`config.mk`:
```
export PLATFORM = sky130hd
export DESIGN_NAME = tbwd_cell
export DESIGN_NICKNAME = d
export VERILOG_FILES = /design/src/hdl/tbwd_pkg.sv /design/src/hdl/tbwd_cell.sv
export SDC_FILE = /design/constraint.sdc
export NUM_CORES = 1
export LEC_CHECK = 0
export ABC_AREA = 0
export BUFFER_PORTS_ARGS = -buffer_cell sky130_fd_sc_hd__buf_4
export CORE_AREA = 3 3 203 205
export DETAILED_ROUTE_END_ITERATION = 10
export DIE_AREA = 0 0 206 208
export GPL_TIMING_DRIVEN = 0
export PLACE_DENSITY = 0.66
export SKIP_CTS_REPAIR_TIMING = 1
export SLEW_MARGIN = 20
export SYNTH_ARGS = -nofsm -noshare
export SYNTH_HDL_FRONTEND = slang
export SYNTH_SLANG_ARGS = --single-unit
```
`constraint.sdc`:
```
create_clock -name clk_i -period 17.75 [get_ports clk_i]
set_input_delay 0.8875 -clock clk_i [delete_from_list [all_inputs] [get_ports clk_i]]
set_output_delay 0.8875 -clock clk_i [all_outputs]
set_load 0.02 [all_outputs]
```
`src/hdl/tbwd_pkg.sv`:
```
`timescale 1ns / 1ps
// ----------------------------------------------------------------------------
// tbwd_pkg
// shared constants and status codes of the two-word by one-word divider
// ----------------------------------------------------------------------------
package tbwd_pkg;

  localparam int unsigned WordWidth = 64;

  typedef enum logic [1:0] {
    ST_OK       = 2'd0,
    ST_DIV_ZERO = 2'd1,
    ST_OVERFLOW = 2'd2
  } status_e;

endpackage

```
`src/hdl/tbwd_cell.sv`:
```
`timescale 1ns / 1ps
// ----------------------------------------------------------------------------
// tbwd_cell
// one restoring division step with its own output register and stall logic
// ----------------------------------------------------------------------------
module tbwd_cell #(
  parameter int unsigned Width = tbwd_pkg::WordWidth
) (
  input  logic               clk_i,
  input  logic               rst_ni,
  input  logic               valid_i,
  output logic               stall_o,
  input  logic [Width-1:0]   rem_i,
  input  logic [Width-1:0]   low_i,
  input  logic [Width-1:0]   div_i,
  input  logic [Width-1:0]   quo_i,
  input  tbwd_pkg::status_e  status_i,
  output logic               valid_o,
  input  logic               stall_i,
  output logic [Width-1:0]   rem_o,
  output logic [Width-1:0]   low_o,
  output logic [Width-1:0]   div_o,
  output logic [Width-1:0]   quo_o,
  output tbwd_pkg::status_e  status_o
);
  import tbwd_pkg::*;

  logic             valid_q;
  logic [Width-1:0] rem_d, rem_q;
  logic [Width-1:0] low_d, low_q;
  logic [Width-1:0] div_q;
  logic [Width-1:0] quo_d, quo_q;
  status_e          status_q;
  logic [Width-1:0] dbl;
  logic [Width:0]   diff;
  logic             take;

  // the cell moves on whenever its register is empty or drains this cycle
  assign stall_o = valid_q & stall_i;

  always_comb begin
    dbl  = {rem_i[Width-2:0], low_i[Width-1]};
    diff = {1'b0, dbl} - {1'b0, div_i};
    // a set top bit means the true doubled value exceeds any one-word divisor
    take = rem_i[Width-1] | ~diff[Width];
    rem_d = take ? diff[Width-1:0] : dbl;
    quo_d = {quo_i[Width-2:0], take};
    low_d = {low_i[Width-2:0], 1'b0};
  end

  always_ff @(posedge clk_i or negedge rst_ni) begin
    if (!rst_ni) begin
      valid_q <= 1'b0;
    end else if (!stall_o) begin
      valid_q <= valid_i;
    end
  end

  always_ff @(posedge clk_i) begin
    if (!stall_o && valid_i) begin
      rem_q    <= rem_d;
      low_q    <= low_d;
      div_q    <= div_i;
      quo_q    <= quo_d;
      status_q <= status_i;
    end
  end

  assign valid_o  = valid_q;
  assign rem_o    = rem_q;
  assign low_o    = low_q;
  assign div_o    = div_q;
  assign quo_o    = quo_q;
  assign status_o = status_q;

endmodule

```
==> results.json <==
{
  "finalMaxSlewViolations": 0,
  "drt_pass1_iterations": 5,
  "ctsLongestPathBuffers": 3,
  "gp_congestion": 0.869,
  "synth_edf_count": 257,
  "ys.flop_type": "edfxtp_1",
  "ys_seq_elements": 258,
  "critPathLaunch": "div_i[0]",
  "crit_chain": "buf_4 -> ha_1 -> fa_1 -> nand2b_1 -> a21o_2 -> a31oi_1 -> o31ai_4 -> a2111oi_4 -> or4_4 -> nand2_4 -> inv_2 -> buf_6 -> buf_2 -> a21oi_1",
  "dieWidth_um": 206,
  "dp_hpwl_mm": 37.0,
  "cp-start-kind": "input pin",
  "track_usage_pct": 20.0,
  "syn_to_final_growth_pct": 45.3,
  "r2r_slack_ps": 15200,
  "path_max_fanout": 10,
  "cts-root-buf": "clkbuf_16",
  "ios": 522,
  "ys_seq_area_share_pct": 60.9,
  "drtIter0Drc": 640,
  "fin_ws_ps": 13820,
  "synthCells": 1068,
  "vias_per_cell": 4.93,
  "p_leak_nw": 7.96,
  "yosysWarnings": 0,
  "fmax_ghz": 0.255,
  "cp_data_arrival_time_ps": 4200,
  "hold_viol": 0,
  "antenna_found_initial": 6,
  "synth_nets": 1395,
  "status": "completed",
  "die_y_um": 208,
  "cap_viol_max_count": 0,
  "ys_async_sr_fraction_pct": 0.388,
  "fin_cells": 2181,
  "finalSetupViolCount": 0,
  "overflow": 0,
  "tritoncts": "yes",
  "dp_cells": 2122,
  "cp.depth": 14,
  "hold_path.class": "in2async",
  "cts-htree-levels": 1,
  "cts.sinks": 258,
  "layout_min_cycle_time_ps": 3930,
  "cp_top_family": "compound AO/OA/AOI/OAI gates",
  "row_count": 73,
  "reg2reg_to": "div_o[18]$_DFFE_PP_",
  "power.total_w": 0.00176,
  "synth.avg_cell_area_um2": 11.9,
  "drc": 0,
  "tns_ps": 0,
  "worst_setup_path_end_kind": "flop",
  "finalClockSkew_ps": 7.60,
  "antenna_left": 0,
  "drive_gt1_share_pct": 36.7,
  "dieArea_um2": 42800,
  "placed_area_um2": 17500,
  "core_region_area_um2": 39600,
  "first_global_vias": 10700,
  "final_nets": 1955,
  "critPathBufInv": 4,
  "vias": 10700,
  "drt-total-wl_mm": 45.5,
  "max_slew.worst_pin.slew_ps": 661,
  "period_share_pct": 22.1,
  "stdcell_area_um2": 18500,
  "grt_pass1_wl_mm": 65.6,
  "maxSlewHeadroom_pct": 55.6,
  "place_worst_setup_slack_ps": 13280,
  "max_stage_delay_ps": 460,
  "path_class": "in2reg",
  "initial_core_util_pct": 32.1,
  "numPortBuffers": 519,
  "slowest_stage": "a2111oi_4",
  "insertion_delay_ps": 540,
  "vdd_drop_max_v": 0.0000767,
  "crit_end": "rem_o[43]$_DFFE_PP_",
  "reg2regPathDepth": 7,
  "worstPathRequired_ps": 18030,
  "grt_max_degree": 28,
  "post_drt_wl_per_cell_um": 20.9,
  "ys_types": 70,
  "clk_pin_slew_ps": 60,
  "syn-cell-area_um2": 12700,
  "r2r-start": "valid_o$_DFFE_PN0N_",
  "power_density_nw_per_um2": 95.1,
  "rsz0062_at_grt": "no",
  "cts_buffers": 29
}
==> synth_stat cells (all sizes together) (2+ instances only) <==
master	count	area, um^2
nor2	107	402
inv	79	297
edfxtp	257	7720
a21oi	112	561
a21o	35	264
o21bai	11	82.6
o21ai	45	225
o31ai	11	110
or3	3	18.8
and2	4	25.0
a211o	3	26.3
or2	2	12.5
nor3	19	100
o21a	15	114
and3	9	56.3
or4	2	18.8
a2111oi	2	36.3
a31o	2	17.5
nand4	22	138
nand2b	6	37.5
a311oi	2	17.5
nor2b	5	31.3
o211a	4	40.0
nor4	7	56.3
o211ai	8	70.1
nand3	14	70.1
o41ai	2	17.5
a221oi	4	35.0
nand2	72	278
a211oi	12	95.1
clkbuf	27	101
a21boi	3	22.5
and4	4	35.0
xnor2	29	254
buf	16	91.3
a221o	3	30.0
xor2	22	193
ha	64	801
a31oi	7	43.8
o2111ai	2	17.5
==> report_power, final <==
part           internal (W)  switching (W)
Sequential         0.000728      0.0000114
Combinational      0.000170       0.000244
Clock              0.000357       0.000246
Total               0.00126       0.000502
==> logic make-up after synthesis <==
logic type,count (synthesis),synth area share (%)
AO/OA/AOI/OAI,290,14.8
AND/OR/NAND/NOR,280,10.4
flip-flops,258,60.9
buffers and inverters,122,3.85
adder cells (fa/ha/maj),65,6.45
XOR/XNOR,51,3.51
other,1,0.0295
multiplexers,1,0.0885
==> worst register-to-register path, stage by stage (launching register included) <==
cell and delay, ps:
dfrtp_1 390, and2_1 200, nor2b_4 540, buf_16 250, buf_16 190, buf_12 210, buf_12 230, buf_16 220
==> layout make-up <==
type,count,area (um^2)
Antenna cell,6,15.0
Buffer,43,193
Clock buffer,32,737
Clock inverter,21,215
Fill cell,3656,21200
Inverter,79,297
Multi-Input combinational cell,688,4500
Sequential cell,258,7740
Tap cell,525,657
Timing Repair Buffer,529,4130
==> routing by layer <==
metal  track usage (%)  up-vias  part of all wire, %
met5                 0        -                0.029
met4              8.99        2                  4.3
met3              4.13       85                  7.7
met2              35.4      446                   50
met1              23.2     5116                   38
li1                  -     5093                    -
==> how the worst min path moves through the flow <==
stage / end / slack (ps) / cells after the start / startpoint
final: valid_o$_DFFE_PN0N_ / 110 / 1 / rst_ni
after global routing: valid_o$_DFFE_PN0N_ / 80 / 1 / rst_ni
after CTS: valid_o$_DFFE_PN0N_ / 80 / 1 / rst_ni
after detailed placement: valid_o$_DFFE_PN0N_ / 670 / 1 / rst_ni
after global placement: valid_o$_DFFE_PN0N_ / 610 / 2 / valid_o$_DFFE_PN0N_
after floorplan: valid_o$_DFFE_PN0N_ / 590 / 0 / rst_ni
==> stage by stage <==
stage	hold slack, ps	utilization, %
after global routing	83.9	46.6
final	110	46.6
after floorplan	592	-
after global placement	615	43.6
after detailed placement	669	44.2
after CTS	81.7	46.6
==> state kept, by name, summed over array words and instances, names as in the netlist <==
| signal | count |
|---|---|
| valid_o | 1 |
| div_o | 64 |
| status_o | 2 |
| low_o | 63 |
| quo_o | 64 |
| rem_o | 64 |
==> placed cells by master (no fill, tap or decap), types with 5 or more instances in the layout <==
cell	count
diode_2	6
o21bai_1	11
a211oi_1	11
a31oi_1	7
nor3_1	18
inv_1	78
buf_12	5
nor4_1	5
o31ai_1	9
nand2_1	71
o21ai_1	15
a21o_1	34
xnor2_1	29
nand2b_1	6
clkinv_2	5
and3_1	9
clkbuf_16	29
buf_16	5
o21a_1	14
edfxtp_1	257
ha_1	64
o211ai_1	6
buf_4	521
a21oi_1	112
clkinv_1	7
nor2_1	107
xor2_1	22
nand3_1	14
buf_2	13
nand4_1	22
o21ai_0	30
clkbuf_1	30
No activity file was read; power rests on OpenSTA's default activity.
